==> config.mk <==
export PLATFORM = sky130hd
export DESIGN_NAME = lls_cfg
export DESIGN_NICKNAME = d
export VERILOG_FILES = /design/src/rtl/assert_macros.svh /design/src/rtl/lls_pkg.sv /design/src/rtl/lls_cfg.sv
export SDC_FILE = /design/constraint.sdc
export NUM_CORES = 1
export LEC_CHECK = 0
export BUFFER_PORTS_ARGS = -buffer_cell sky130_fd_sc_hd__buf_2
export CORE_ASPECT_RATIO = 1.5
export CORE_UTILIZATION = 47
export DETAILED_ROUTE_END_ITERATION = 10
export GPL_TIMING_DRIVEN = 0
export PLACE_DENSITY = 0.77
export SLEW_MARGIN = 20
export SYNTH_ARGS = -nofsm -noshare
export SYNTH_HDL_FRONTEND = slang
export SYNTH_SLANG_ARGS = --single-unit
export TNS_END_PERCENT = 30
==> constraint.sdc <==
create_clock -name clk -period 1.09 [get_ports clk]
set_clock_uncertainty 0.1 [all_clocks]
set_input_delay 0.0545 -clock clk [delete_from_list [all_inputs] [get_ports clk]]
set_output_delay 0.0545 -clock clk [all_outputs]
set_load 0.005 [all_outputs]
==> src/rtl/assert_macros.svh <==
// Assertion macros shared by the steering controller modules.
// Depends on nothing; included by files that carry assertions.
`ifndef ASSERT_MACROS_SVH
`define ASSERT_MACROS_SVH
`ifndef SYNTHESIS
`define ASSERT_IMPLIES(label, clk, rst_n, a, b) \
    label: assert property (@(posedge clk) disable iff (!rst_n) (a) |-> (b)) \
        else $error("assertion failed");
`define ASSERT_NEXT(label, clk, rst_n, a, b) \
    label: assert property (@(posedge clk) disable iff (!rst_n) (a) |=> (b)) \
        else $error("assertion failed");
`else
`define ASSERT_IMPLIES(label, clk, rst_n, a, b)
`define ASSERT_NEXT(label, clk, rst_n, a, b)
`endif
`endif

==> src/rtl/lls_pkg.sv <==
// Package for the lookahead lateral steering controller.
// Types, register codes and constants; depends on nothing.
`timescale 1ns / 1ps
package lls_pkg;
    localparam int MAX_POINTS_DEF = 1024;
    localparam logic [24:0] ONE_Q16 = 25'd65536;

    typedef enum logic [2:0] {
        REG_MIN_LA   = 3'd0,
        REG_MAX_LA   = 3'd1,
        REG_RATIO    = 3'd2,
        REG_GAIN     = 3'd3,
        REG_WBASE    = 3'd4,
        REG_SRATIO   = 3'd5,
        REG_INVERT   = 3'd6
    } reg_idx_t;

    typedef struct packed {
        logic [24:0] gain;
        logic [20:0] wheel_base;
        logic [22:0] steer_ratio;
        logic        invert;
    } back_cfg_t;

    typedef struct packed {
        logic signed [31:0] lateral;
        logic signed [31:0] chosen;
        logic [9:0]         index;
        logic [24:0]        speed;
    } job_t;

    typedef enum logic [2:0] {
        ST_IDLE,
        ST_MUL_A,
        ST_MUL_B,
        ST_DIV,
        ST_MUL_D,
        ST_DONE
    } back_state_t;
endpackage

==> src/rtl/lls_cfg.sv <==
// APB register file for the steering controller settings.
// Depends on lls_pkg.
`timescale 1ns / 1ps
module lls_cfg (
    input  logic               clk,
    input  logic               rst_n,
    input  logic               psel,
    input  logic               penable,
    input  logic               pwrite,
    input  logic [4:0]         paddr,
    input  logic [31:0]        pwdata,
    output logic [31:0]        prdata,
    output logic               pready,
    output logic [24:0]        min_la,
    output logic [24:0]        max_la,
    output logic [24:0]        ratio,
    output lls_pkg::back_cfg_t bcfg
);
    logic [24:0] min_reg, max_reg, ratio_reg, gain_reg;
    logic [20:0] wb_reg;
    logic [22:0] sr_reg;
    logic        inv_reg;
    logic        wr;
    logic [2:0]  idx;

    assign pready = 1'b1;
    assign wr     = psel && penable && pwrite;
    assign idx    = paddr[4:2];

    always_ff @(posedge clk or negedge rst_n)
    begin
        if (!rst_n)
        begin
            min_reg <= '0; max_reg <= '0; ratio_reg <= '0; gain_reg <= '0;
            wb_reg <= '0; sr_reg <= '0; inv_reg <= 1'b0;
        end
        else if (wr)
        begin
            case (idx)
                lls_pkg::REG_MIN_LA: min_reg   <= pwdata[24:0];
                lls_pkg::REG_MAX_LA: max_reg   <= pwdata[24:0];
                lls_pkg::REG_RATIO:  ratio_reg <= pwdata[24:0];
                lls_pkg::REG_GAIN:   gain_reg  <= pwdata[24:0];
                lls_pkg::REG_WBASE:  wb_reg    <= pwdata[20:0];
                lls_pkg::REG_SRATIO: sr_reg    <= pwdata[22:0];
                lls_pkg::REG_INVERT: inv_reg   <= pwdata[0];
                default:             inv_reg   <= inv_reg;
            endcase
        end
    end

    always_comb
    begin
        case (idx)
            lls_pkg::REG_MIN_LA: prdata = {7'd0, min_reg};
            lls_pkg::REG_MAX_LA: prdata = {7'd0, max_reg};
            lls_pkg::REG_RATIO:  prdata = {7'd0, ratio_reg};
            lls_pkg::REG_GAIN:   prdata = {7'd0, gain_reg};
            lls_pkg::REG_WBASE:  prdata = {11'd0, wb_reg};
            lls_pkg::REG_SRATIO: prdata = {9'd0, sr_reg};
            lls_pkg::REG_INVERT: prdata = {31'd0, inv_reg};
            default:             prdata = '0;
        endcase
    end

    assign min_la = min_reg;
    assign max_la = max_reg;
    assign ratio  = ratio_reg;
    assign bcfg   = '{gain: gain_reg, wheel_base: wb_reg, steer_ratio: sr_reg,
                      invert: inv_reg};
endmodule

==> results.cfg <==
[synth]
synth.yosys.seq_area_share = 0.517
avgSynthCellArea_um2 = 14.8
synth.distinct_cells = 34
synth_edf_count = 0
synthCells = 475
yosys_register_bits = 145
synth_warnings = 0
netlist_area_um2 = 7020
ys_async_sr_fraction = 1.00
synth_ff_type = dfrtp_1

[die]
die_area_um2 = 15400
coreArea_um2 = 14600
fp.dieW_um = 102
rows = 54
die_h_um = 152
num_io_pins = 220
floorplan.initialDensity = 0.481

[worst_setup_path]
required_ns = 0.94
worstSetupStartpointType = flip-flop
cp_max_fo = 2
worstSetupEndpointType = output pin
cp.arrival_ns = 1.59
path_class = flip-flop to output pin

[status]
status = complete, but fails checks
violations = setup timing

[placed_design]
place_hpwl_um = 14300
dpl_worst_slack_ns = -0.795
gp_congestion = 0.799
place_area_um2 = 8370
portBuffers = 200

[drt]
drc = 0
dr_total_vias = 5564
routed_wl_um = 23400
drt_pre_antenna_iters = 4
wire_per_inst_um = 22.9
viasPerCell = 5.46
antenna_left = 0
drtIter0Drc = 207

[timing]
clock.fmax_ghz = 0.575
post-route-period-util = 1.60
setup_ws_ns = -0.650
setup_viol = 212
min_period_ns = 1.74
hold_viol = 0
report.final.slew_viol_count = 0
fin_hold_ws_ns = 0.0302
rsz0062_at_grt = true

[cts]
numCtsBuffers = 17
h-tree-depth = 4
clk_pin_slew_ns = 0.06
clockRootBuffer = clkbuf_16
clockBufferDepth = 2
cts_tree = done
cts_sinks = 145
clk_latency_ns = 0.41

[cells_and_area]
drive_gt1_frac = 0.655
nets = 852
regArea_um2 = 3630
final_core_util = 0.726
nFillCells = 963
synthToLayoutAreaGrowth_pct = 50.9
postLayoutCellArea_um2 = 10600
multi_input_area_um2 = 3190
num_antenna_cells = 0

[power_and_ir_drop]
finalPower_w = 0.0194
peakVddDrop_uv = 971
powerDensity_nw_per_um2 = 1830
p_leak_nw = 5.33

[global_route]
antenna_found_initial = 0
grt_pass1_wl_um = 33100
overflow = 0
grt_use_total = 0.295
grt_pass1_vias = 5831
grt_max_degree = 75

[hold_path]
hold_path.class = input pin to asynchronous set/reset pin

[run]
maxCapViolCount = 0
metal layers:
layer | up-vias | global-route usage | part of all wire
met1 | 2843 | 0.326 | 0.36
met4 | 0 | 0.169 | 0.043
li1 | 2403 | - | -
met3 | 70 | 0.0606 | 0.057
met5 | - | 0 | 0
met2 | 248 | 0.522 | 0.54
Yosys cell counts, types with 2 or more instances:
| cell type | instances | area, um2 |
|---|---|---|
| dfrtp_1 | 145 | 3630 |
| mux2_2 | 121 | 1360 |
| mux2_4 | 40 | 601 |
| mux2i_1 | 40 | 400 |
| nand2_1 | 20 | 75.1 |
| buf_4 | 18 | 135 |
| o21ai_0 | 13 | 65.1 |
| a221oi_1 | 9 | 78.8 |
| buf_2 | 9 | 45.0 |
| a31oi_1 | 8 | 50.1 |
| o22a_1 | 7 | 61.3 |
| buf_6 | 6 | 67.6 |
| o32a_1 | 5 | 50.1 |
| buf_12 | 4 | 80.1 |
| mux4_2 | 3 | 67.6 |
| nor2_4 | 3 | 33.8 |
| nor2_8 | 3 | 60.1 |
| and2_1 | 2 | 12.5 |
| clkbuf_1 | 2 | 7.51 |
| conb_1 | 2 | 7.51 |
| nor2_1 | 2 | 7.51 |
cells by family after synthesis:
logic type,synth area share
muxes,0.348
DFF,0.517
AOI/OAI and AO/OA,0.0462
buffers and inverters,0.0488
and+or+nand+nor,0.0390
other,0.00107
power breakdown:
part	internal [W]	total (W)	switching, W
combinational	0.00383	0.00605	0.00222
sequential	0.00644	0.00731	0.000868
clock	0.00367	0.00602	0.00235
cells in the final DEF (no fill, tap or decap), drive strengths merged, types with 3 or more instances in the layout:
cell type      n
buf          322
mux2         162
dfrtp        145
mux2i         40
dlygate4sd3   26
clkbuf        22
nand2         20
o21ai         13
a221oi         9
a31oi          8
conb           8
nor2           8
o22a           7
o32a           5
clkinv         5
mux4           3
bufinv         3
inv            3
final timing paths:
check / start / endpoint / slack [ns] / cells past startpoint
min reg2reg: gain_reg[22] / gain_reg[22] / 0.42 / 1
min in group clk: paddr[2] / sr_reg[22] / 0.14 / 4
min: rst_n / min_la[19] / 0.03 / 2
max reg2reg: min_la[5] / min_la[5] / -0.03 / 3
max in group asynchronous: rst_n / min_la[7] / 0.17 / 3
max: min_la[15] / prdata[15] / -0.65 / 4
worst max-delay path, stage by stage, from the launching register on:
cell      delay, ns
dfrtp_1        0.40
mux2_4         0.30
a221oi_4       0.25
a31oi_1        0.08
buf_2          0.15
area by class of cell:
| cell class | count | area share |
|---|---|---|
| Buffer | 39 | 0.0358 |
| Clock buffer | 20 | 0.0422 |
| Clock inverter | 12 | 0.0147 |
| Inverter | 1 | 0.000354 |
| Multi-Input combinational cell | 295 | 0.301 |
| Sequential cell | 145 | 0.343 |
| Tap cell | 196 | 0.0232 |
| Timing Repair Buffer | 311 | 0.240 |
metrics by stage:
step / setup TNS, ns / cells
after floorplan: -29.99 / 481
after global placement: -370.37 / 877
after detailed placement: -74.29 / 878
after CTS: -20.94 / 996
after global routing: -28.99 / 1019
final: -22.22 / 1019
timing repair:
| action | in CTS | in global routing |
|---|---|---|
| cloned | 0 | 0 |
| setup buffers | 61 | 46 |
| setup endpoints to repair | 249 | 318 |
| hold endpoints to repair | 241 | 0 |
| hold buffers | 26 | 0 |
| pin swaps | 10 | 8 |
| gates resized for setup | 103 | 74 |
No activity file was read; power rests on OpenSTA's default activity.
