$ cat src/rtl/assert_macros.svh
// Assertion macros shared by the steering controller modules.
// Depends on nothing; included by files that carry assertions.
`ifndef ASSERT_MACROS_SVH
`define ASSERT_MACROS_SVH
`ifndef SYNTHESIS
`define ASSERT_IMPLIES(label, clk, rst_n, a, b) \
    label: assert property (@(posedge clk) disable iff (!rst_n) (a) |-> (b)) \
        else $error("assertion failed");
`define ASSERT_NEXT(label, clk, rst_n, a, b) \
    label: assert property (@(posedge clk) disable iff (!rst_n) (a) |=> (b)) \
        else $error("assertion failed");
`else
`define ASSERT_IMPLIES(label, clk, rst_n, a, b)
`define ASSERT_NEXT(label, clk, rst_n, a, b)
`endif
`endif

$ cat src/rtl/lls_pkg.sv
// Package for the lookahead lateral steering controller.
// Types, register codes and constants; depends on nothing.
`timescale 1ns / 1ps
package lls_pkg;
    localparam int MAX_POINTS_DEF = 1024;
    localparam logic [24:0] ONE_Q16 = 25'd65536;

    typedef enum logic [2:0] {
        REG_MIN_LA   = 3'd0,
        REG_MAX_LA   = 3'd1,
        REG_RATIO    = 3'd2,
        REG_GAIN     = 3'd3,
        REG_WBASE    = 3'd4,
        REG_SRATIO   = 3'd5,
        REG_INVERT   = 3'd6
    } reg_idx_t;

    typedef struct packed {
        logic [24:0] gain;
        logic [20:0] wheel_base;
        logic [22:0] steer_ratio;
        logic        invert;
    } back_cfg_t;

    typedef struct packed {
        logic signed [31:0] lateral;
        logic signed [31:0] chosen;
        logic [9:0]         index;
        logic [24:0]        speed;
    } job_t;

    typedef enum logic [2:0] {
        ST_IDLE,
        ST_MUL_A,
        ST_MUL_B,
        ST_DIV,
        ST_MUL_D,
        ST_DONE
    } back_state_t;
endpackage

$ cat src/rtl/lls_front.sv
// Front part: accepts path points, tracks lookahead search, emits one job per path.
// Depends on lls_pkg.
`timescale 1ns / 1ps
module lls_front #(
    parameter int MAX_POINTS = lls_pkg::MAX_POINTS_DEF
) (
    input  logic               clk,
    input  logic               rst_n,
    input  logic               in_valid,
    output logic               in_ready,
    input  logic signed [31:0] point_x,
    input  logic signed [31:0] point_y,
    input  logic [24:0]        speed,
    input  logic               last_point,
    input  logic [24:0]        min_la,
    input  logic [24:0]        max_la,
    input  logic [24:0]        ratio,
    output logic               job_valid,
    input  logic               job_ready,
    output lls_pkg::job_t      job
);
    localparam int CAP_I = (MAX_POINTS - 1) < 1023 ? (MAX_POINTS - 1) : 1023;
    localparam logic [9:0] IDX_CAP = CAP_I[9:0];

    logic               start_reg, start_next;
    logic               found_reg, found_next;
    logic [24:0]        speed_reg, speed_next;
    logic [24:0]        dist_reg, dist_next;
    logic signed [31:0] first_reg, first_next;
    logic signed [31:0] chosen_reg, chosen_next;
    logic [9:0]         cnt_reg, cnt_next;
    logic [9:0]         cidx_reg, cidx_next;
    logic               jv_reg, jv_next;
    lls_pkg::job_t      job_reg, job_next;

    logic               accept;
    logic [49:0]        prod;
    logic [33:0]        d_raw;
    logic [24:0]        d_cl;
    logic [24:0]        dist_use;
    logic [9:0]         cnt_use;
    logic               found_use;
    logic               hit;

    assign in_ready  = !jv_reg || job_ready;
    assign accept    = in_valid && in_ready;
    assign job_valid = jv_reg;
    assign job       = job_reg;

    always_comb
    begin
        prod  = {25'd0, speed} * {25'd0, ratio};
        d_raw = prod[49:16];
        d_cl  = (d_raw > {9'd0, max_la}) ? max_la : d_raw[24:0];
        if (d_cl < min_la)
        begin
            d_cl = min_la;
        end
        dist_use  = start_reg ? d_cl : dist_reg;
        cnt_use   = start_reg ? 10'd0 : cnt_reg;
        found_use = start_reg ? 1'b0 : found_reg;
        hit = !found_use && ($signed({point_x[31], point_x}) > $signed({8'd0, dist_use}));

        start_next  = start_reg;
        found_next  = found_reg;
        speed_next  = speed_reg;
        dist_next   = dist_reg;
        first_next  = first_reg;
        chosen_next = chosen_reg;
        cnt_next    = cnt_reg;
        cidx_next   = cidx_reg;
        jv_next     = jv_reg && !job_ready;
        job_next    = job_reg;
        if (accept)
        begin
            if (start_reg)
            begin
                speed_next = speed;
                dist_next  = d_cl;
                first_next = point_y;
            end
            start_next = last_point;
            found_next = found_use || hit;
            if (hit)
            begin
                chosen_next = point_y;
                cidx_next   = cnt_use;
            end
            cnt_next = (cnt_use < IDX_CAP) ? cnt_use + 10'd1 : cnt_use;
            if (last_point)
            begin
                jv_next         = 1'b1;
                job_next.lateral = start_reg ? point_y : first_reg;
                job_next.speed   = start_reg ? speed : speed_reg;
                if (found_use)
                begin
                    job_next.chosen = chosen_reg;
                    job_next.index  = cidx_reg;
                end
                else
                begin
                    job_next.chosen = point_y;
                    job_next.index  = cnt_use;
                end
            end
        end
    end

    always_ff @(posedge clk or negedge rst_n)
    begin
        if (!rst_n)
        begin
            start_reg  <= 1'b1;
            found_reg  <= 1'b0;
            speed_reg  <= '0;
            dist_reg   <= '0;
            first_reg  <= '0;
            chosen_reg <= '0;
            cnt_reg    <= '0;
            cidx_reg   <= '0;
            jv_reg     <= 1'b0;
        end
        else
        begin
            start_reg  <= start_next;
            found_reg  <= found_next;
            speed_reg  <= speed_next;
            dist_reg   <= dist_next;
            first_reg  <= first_next;
            chosen_reg <= chosen_next;
            cnt_reg    <= cnt_next;
            cidx_reg   <= cidx_next;
            jv_reg     <= jv_next;
        end
    end

    always_ff @(posedge clk)
    begin
        job_reg <= job_next;
    end

`include "assert_macros.svh"
    `ASSERT_IMPLIES(a_cnt_cap, clk, rst_n, 1'b1, cnt_reg <= IDX_CAP)
    `ASSERT_NEXT(a_job_hold, clk, rst_n, jv_reg && !job_ready, jv_reg && $stable(job_reg))
    `ASSERT_NEXT(a_last_restart, clk, rst_n, accept && last_point, start_reg)
endmodule

$ cat config.mk
export PLATFORM = sky130hd
export DESIGN_NAME = lls_front
export DESIGN_NICKNAME = d
export VERILOG_FILES = /design/src/rtl/lls_pkg.sv /design/src/rtl/lls_front.sv
export VERILOG_INCLUDE_DIRS = /design/src /design/src/rtl
export SDC_FILE = /design/constraint.sdc
export NUM_CORES = 2
export LEC_CHECK = 0
export BUFFER_PORTS_ARGS = -buffer_cell sky130_fd_sc_hd__clkbuf_2
export CORE_MARGIN = 1.5
export CORE_UTILIZATION = 55
export CTS_CLUSTER_SIZE = 20
export DETAILED_ROUTE_END_ITERATION = 8
export GPL_TIMING_DRIVEN = 0
export PLACE_DENSITY_LB_ADDON = 0.2
export SETUP_SLACK_MARGIN = 0.2
export SYNTH_ARGS = -nofsm -noshare
export SYNTH_HDL_FRONTEND = slang
export SYNTH_SLANG_ARGS = --single-unit
$ cat constraint.sdc
create_clock -name clk -period 11.14 [get_ports clk]
set_input_delay 1.671 -clock clk [delete_from_list [all_inputs] [get_ports clk]]
set_output_delay 1.671 -clock clk [all_outputs]
set_load 0.02 [all_outputs]
==> results.cfg <==
[floorplanning]
fp.dieW_um = 249
coreArea_um2 = 59400
initial_core_util = 0.559
row_count = 89
ios = 270
die_h_um = 249
design.die.area_um2 = 61800

[logic_synthesis]
synth-async-reset-ratio = 0.581
synth_flop_cell = dfrtp_1
synth_edf_count = 99
syn_inst = 3304
seq_area_frac_synth = 0.193
synth-seq-cells = 236
yosysUniqueCellTypes = 82
post_synth_instance_area_um2 = 33200
synth_nets = 4255
syn_avg_cell_area_um2 = 10.0
ys_warn_count = 0

[clock_tree]
htreeDepth = 1
clock_latency_ns = 0.53
ctsRootBufferMaster = clkbuf_16
cts_num_sinks = 236
cts_tree = built
path_clk_slew_ns = 0.06
cts_made_buffers = 24
max-clock-path-buffers = 3
cts_hold_buf = 0

[worst_setup_path]
crit_path_max_fanout = 8
worstPathArrival_ns = 15.59
cp_slowest_cell = fa_1
startpoint_type = input pin
cpPeakStageDelay_ns = 0.55
r2r_slack_ns = 5.36
critPathCaptureType = flop
crit_type = input pin to flop
crit_required_ns = 11.55

[route]
drt-total-wl_um = 106000
avgRoutedWirePerCell_um = 23.3
viasPerCell = 5.66
vias = 25663
drtIter0Drc = 2302
drtAntennaViolNets = 0
drc = 0
firstDrtPassIters = 5

[global_route]
antenna_found_initial = 5
grt_max_degree = 95
grt-ovfl-total = 0
grt_pass1_vias = 26593
grt.total_usage = 0.348
grt_pass1_wl_um = 162000

[timing]
hold_viol = 0
skew_ns = 0.00976
relSlewSlack = 0.422
worst_pin_slew_ns = 0.867
slew_viol_final = 0
rsz0062_at_grt = true
timing.hold.ws_ns = 0.487
fmax_mhz = 65.9
timing.setup.tns_ns = -213.15
period_minus_slack_ns = 15.18
finalCritPeriodShare = 1.36
setup_viol = 68
final.setup.worst_slack_ns = -4.04

[outcome]
violations = setup timing
outcome = finished with violations

[finish]
drive_gt1_frac = 0.270
multi_input_area_um2 = 24500
layout_commonest_cell = inv_1
final_nets = 4689
area_growth_pct = 21.7
seq_area_um2 = 6400
mostFrequentLayoutCells = 629 x inv_1, 492 x fa_1, 384 x nand2_1, 313 x and2_1, 241 x ha_1
final_util = 0.681
fillCellCount = 4539
largest_register_ffs = 99

[placed_design]
portBuffers = 266
gp_congestion = 1.00
hpwl_um = 82900

[worst_hold_path]
hold_class = flop to flop

[run]
cap_violations = 0
==> cells by family (layout without fill, tap and decap cells) <==
family,count (synthesis),count (layout),synth area share
fa+ha+maj,782,782,0.414
simple gates,899,899,0.136
compound gates,254,254,0.0521
flops,236,236,0.193
other cells,0,5,0
xor+xnor,35,35,0.00924
buf+inv,813,1265,0.0961
mux,285,285,0.0999
==> metrics by stage <==
step	worst slack (ns)	cells	cell area, um^2
floorplan	-2.91	3304	33600
global placement	-5.79	4343	35900
detailed placement	-5.76	4345	36000
CTS	-3.88	4467	39500
global route	-4.43	4530	40400
finish	-4.04	4534	40400
==> synthesized netlist by cell type, drive strengths merged (4+ instances only) <==
| master | count | area share |
|---|---|---|
| edfxtp | 99 | 0.090 |
| nor3 | 23 | 0.0036 |
| nand3 | 17 | 0.0027 |
| nand2b | 9 | 0.0017 |
| mux2i | 35 | 0.011 |
| or3 | 4 | 0.00090 |
| dfrtp | 136 | 0.10 |
| a21boi | 4 | 0.00090 |
| mux2 | 250 | 0.089 |
| a21o | 42 | 0.0096 |
| buf | 30 | 0.0070 |
| a31oi | 6 | 0.0011 |
| xor2 | 12 | 0.0032 |
| fa | 525 | 0.32 |
| a21oi | 83 | 0.013 |
| nor2 | 52 | 0.0059 |
| nand2 | 396 | 0.045 |
| inv | 648 | 0.073 |
| nor2b | 10 | 0.0019 |
| o21a | 9 | 0.0020 |
| a22oi | 4 | 0.00090 |
| a22o | 10 | 0.0026 |
| and4 | 7 | 0.0019 |
| o21ai | 49 | 0.0074 |
| ha | 257 | 0.097 |
| a211oi | 4 | 0.0011 |
| a2111oi | 4 | 0.0022 |
| xnor2 | 23 | 0.0061 |
| nor4 | 5 | 0.0011 |
| and3 | 14 | 0.0028 |
| and2 | 322 | 0.061 |
| o21bai | 10 | 0.0023 |
| nand4 | 34 | 0.0064 |
| clkbuf | 133 | 0.015 |
==> metal layers <==
layer | global-route usage | up-vias | wire, um
met5 | 0 | - | 17
met4 | 0.124 | 2 | 4670
met3 | 0.0851 | 269 | 10900
met2 | 0.547 | 1319 | 47700
met1 | 0.470 | 12851 | 42300
li1 | - | 11222 | -
==> repair_timing <==
item | CTS | global route
pin swaps | 77 | 84
resized for setup | 456 | 123
endpoints found under the setup margin | 68 | 68
setup buffers | 75 | 59
cloned | 3 | 3
==> final cells by class <==
type	count	area share
diodes	5	0.000310
plain buffers	165	0.0550
clock buffers	33	0.0164
clock inverters	11	0.00310
inverters	648	0.0603
multi-input cells	2255	0.607
flip-flops and latches	236	0.158
well taps	773	0.0239
repair buffers	408	0.0750
==> critical path, delay by kind of cell <==
| kind | cells | cell delay, ns |
|---|---|---|
| adder cells (fa/ha/maj) | 11 | 4.68 |
| AO/OA/AOI/OAI | 24 | 4.24 |
| AND/OR/NAND/NOR | 12 | 2.17 |
| buffers and inverters | 16 | 1.77 |
| multiplexers | 3 | 0.81 |
| XOR/XNOR | 1 | 0.22 |
==> final timing paths <==
path / startpoint / to / depth (start not counted)
max reg2reg: start_reg / chosen_reg[26] / 21
min: dist_reg[0] / dist_reg[0] / 2
min in group asynchronous: rst_n / dist_reg[11] / 1
max in group asynchronous: rst_n / speed_reg[2] / 2
min reg2reg: dist_reg[0] / dist_reg[0] / 2
max: speed[6] / chosen_reg[26] / 67
Power is not shown: default switching activity piles up to over one toggle a cycle in this logic, so the estimate is an artifact.
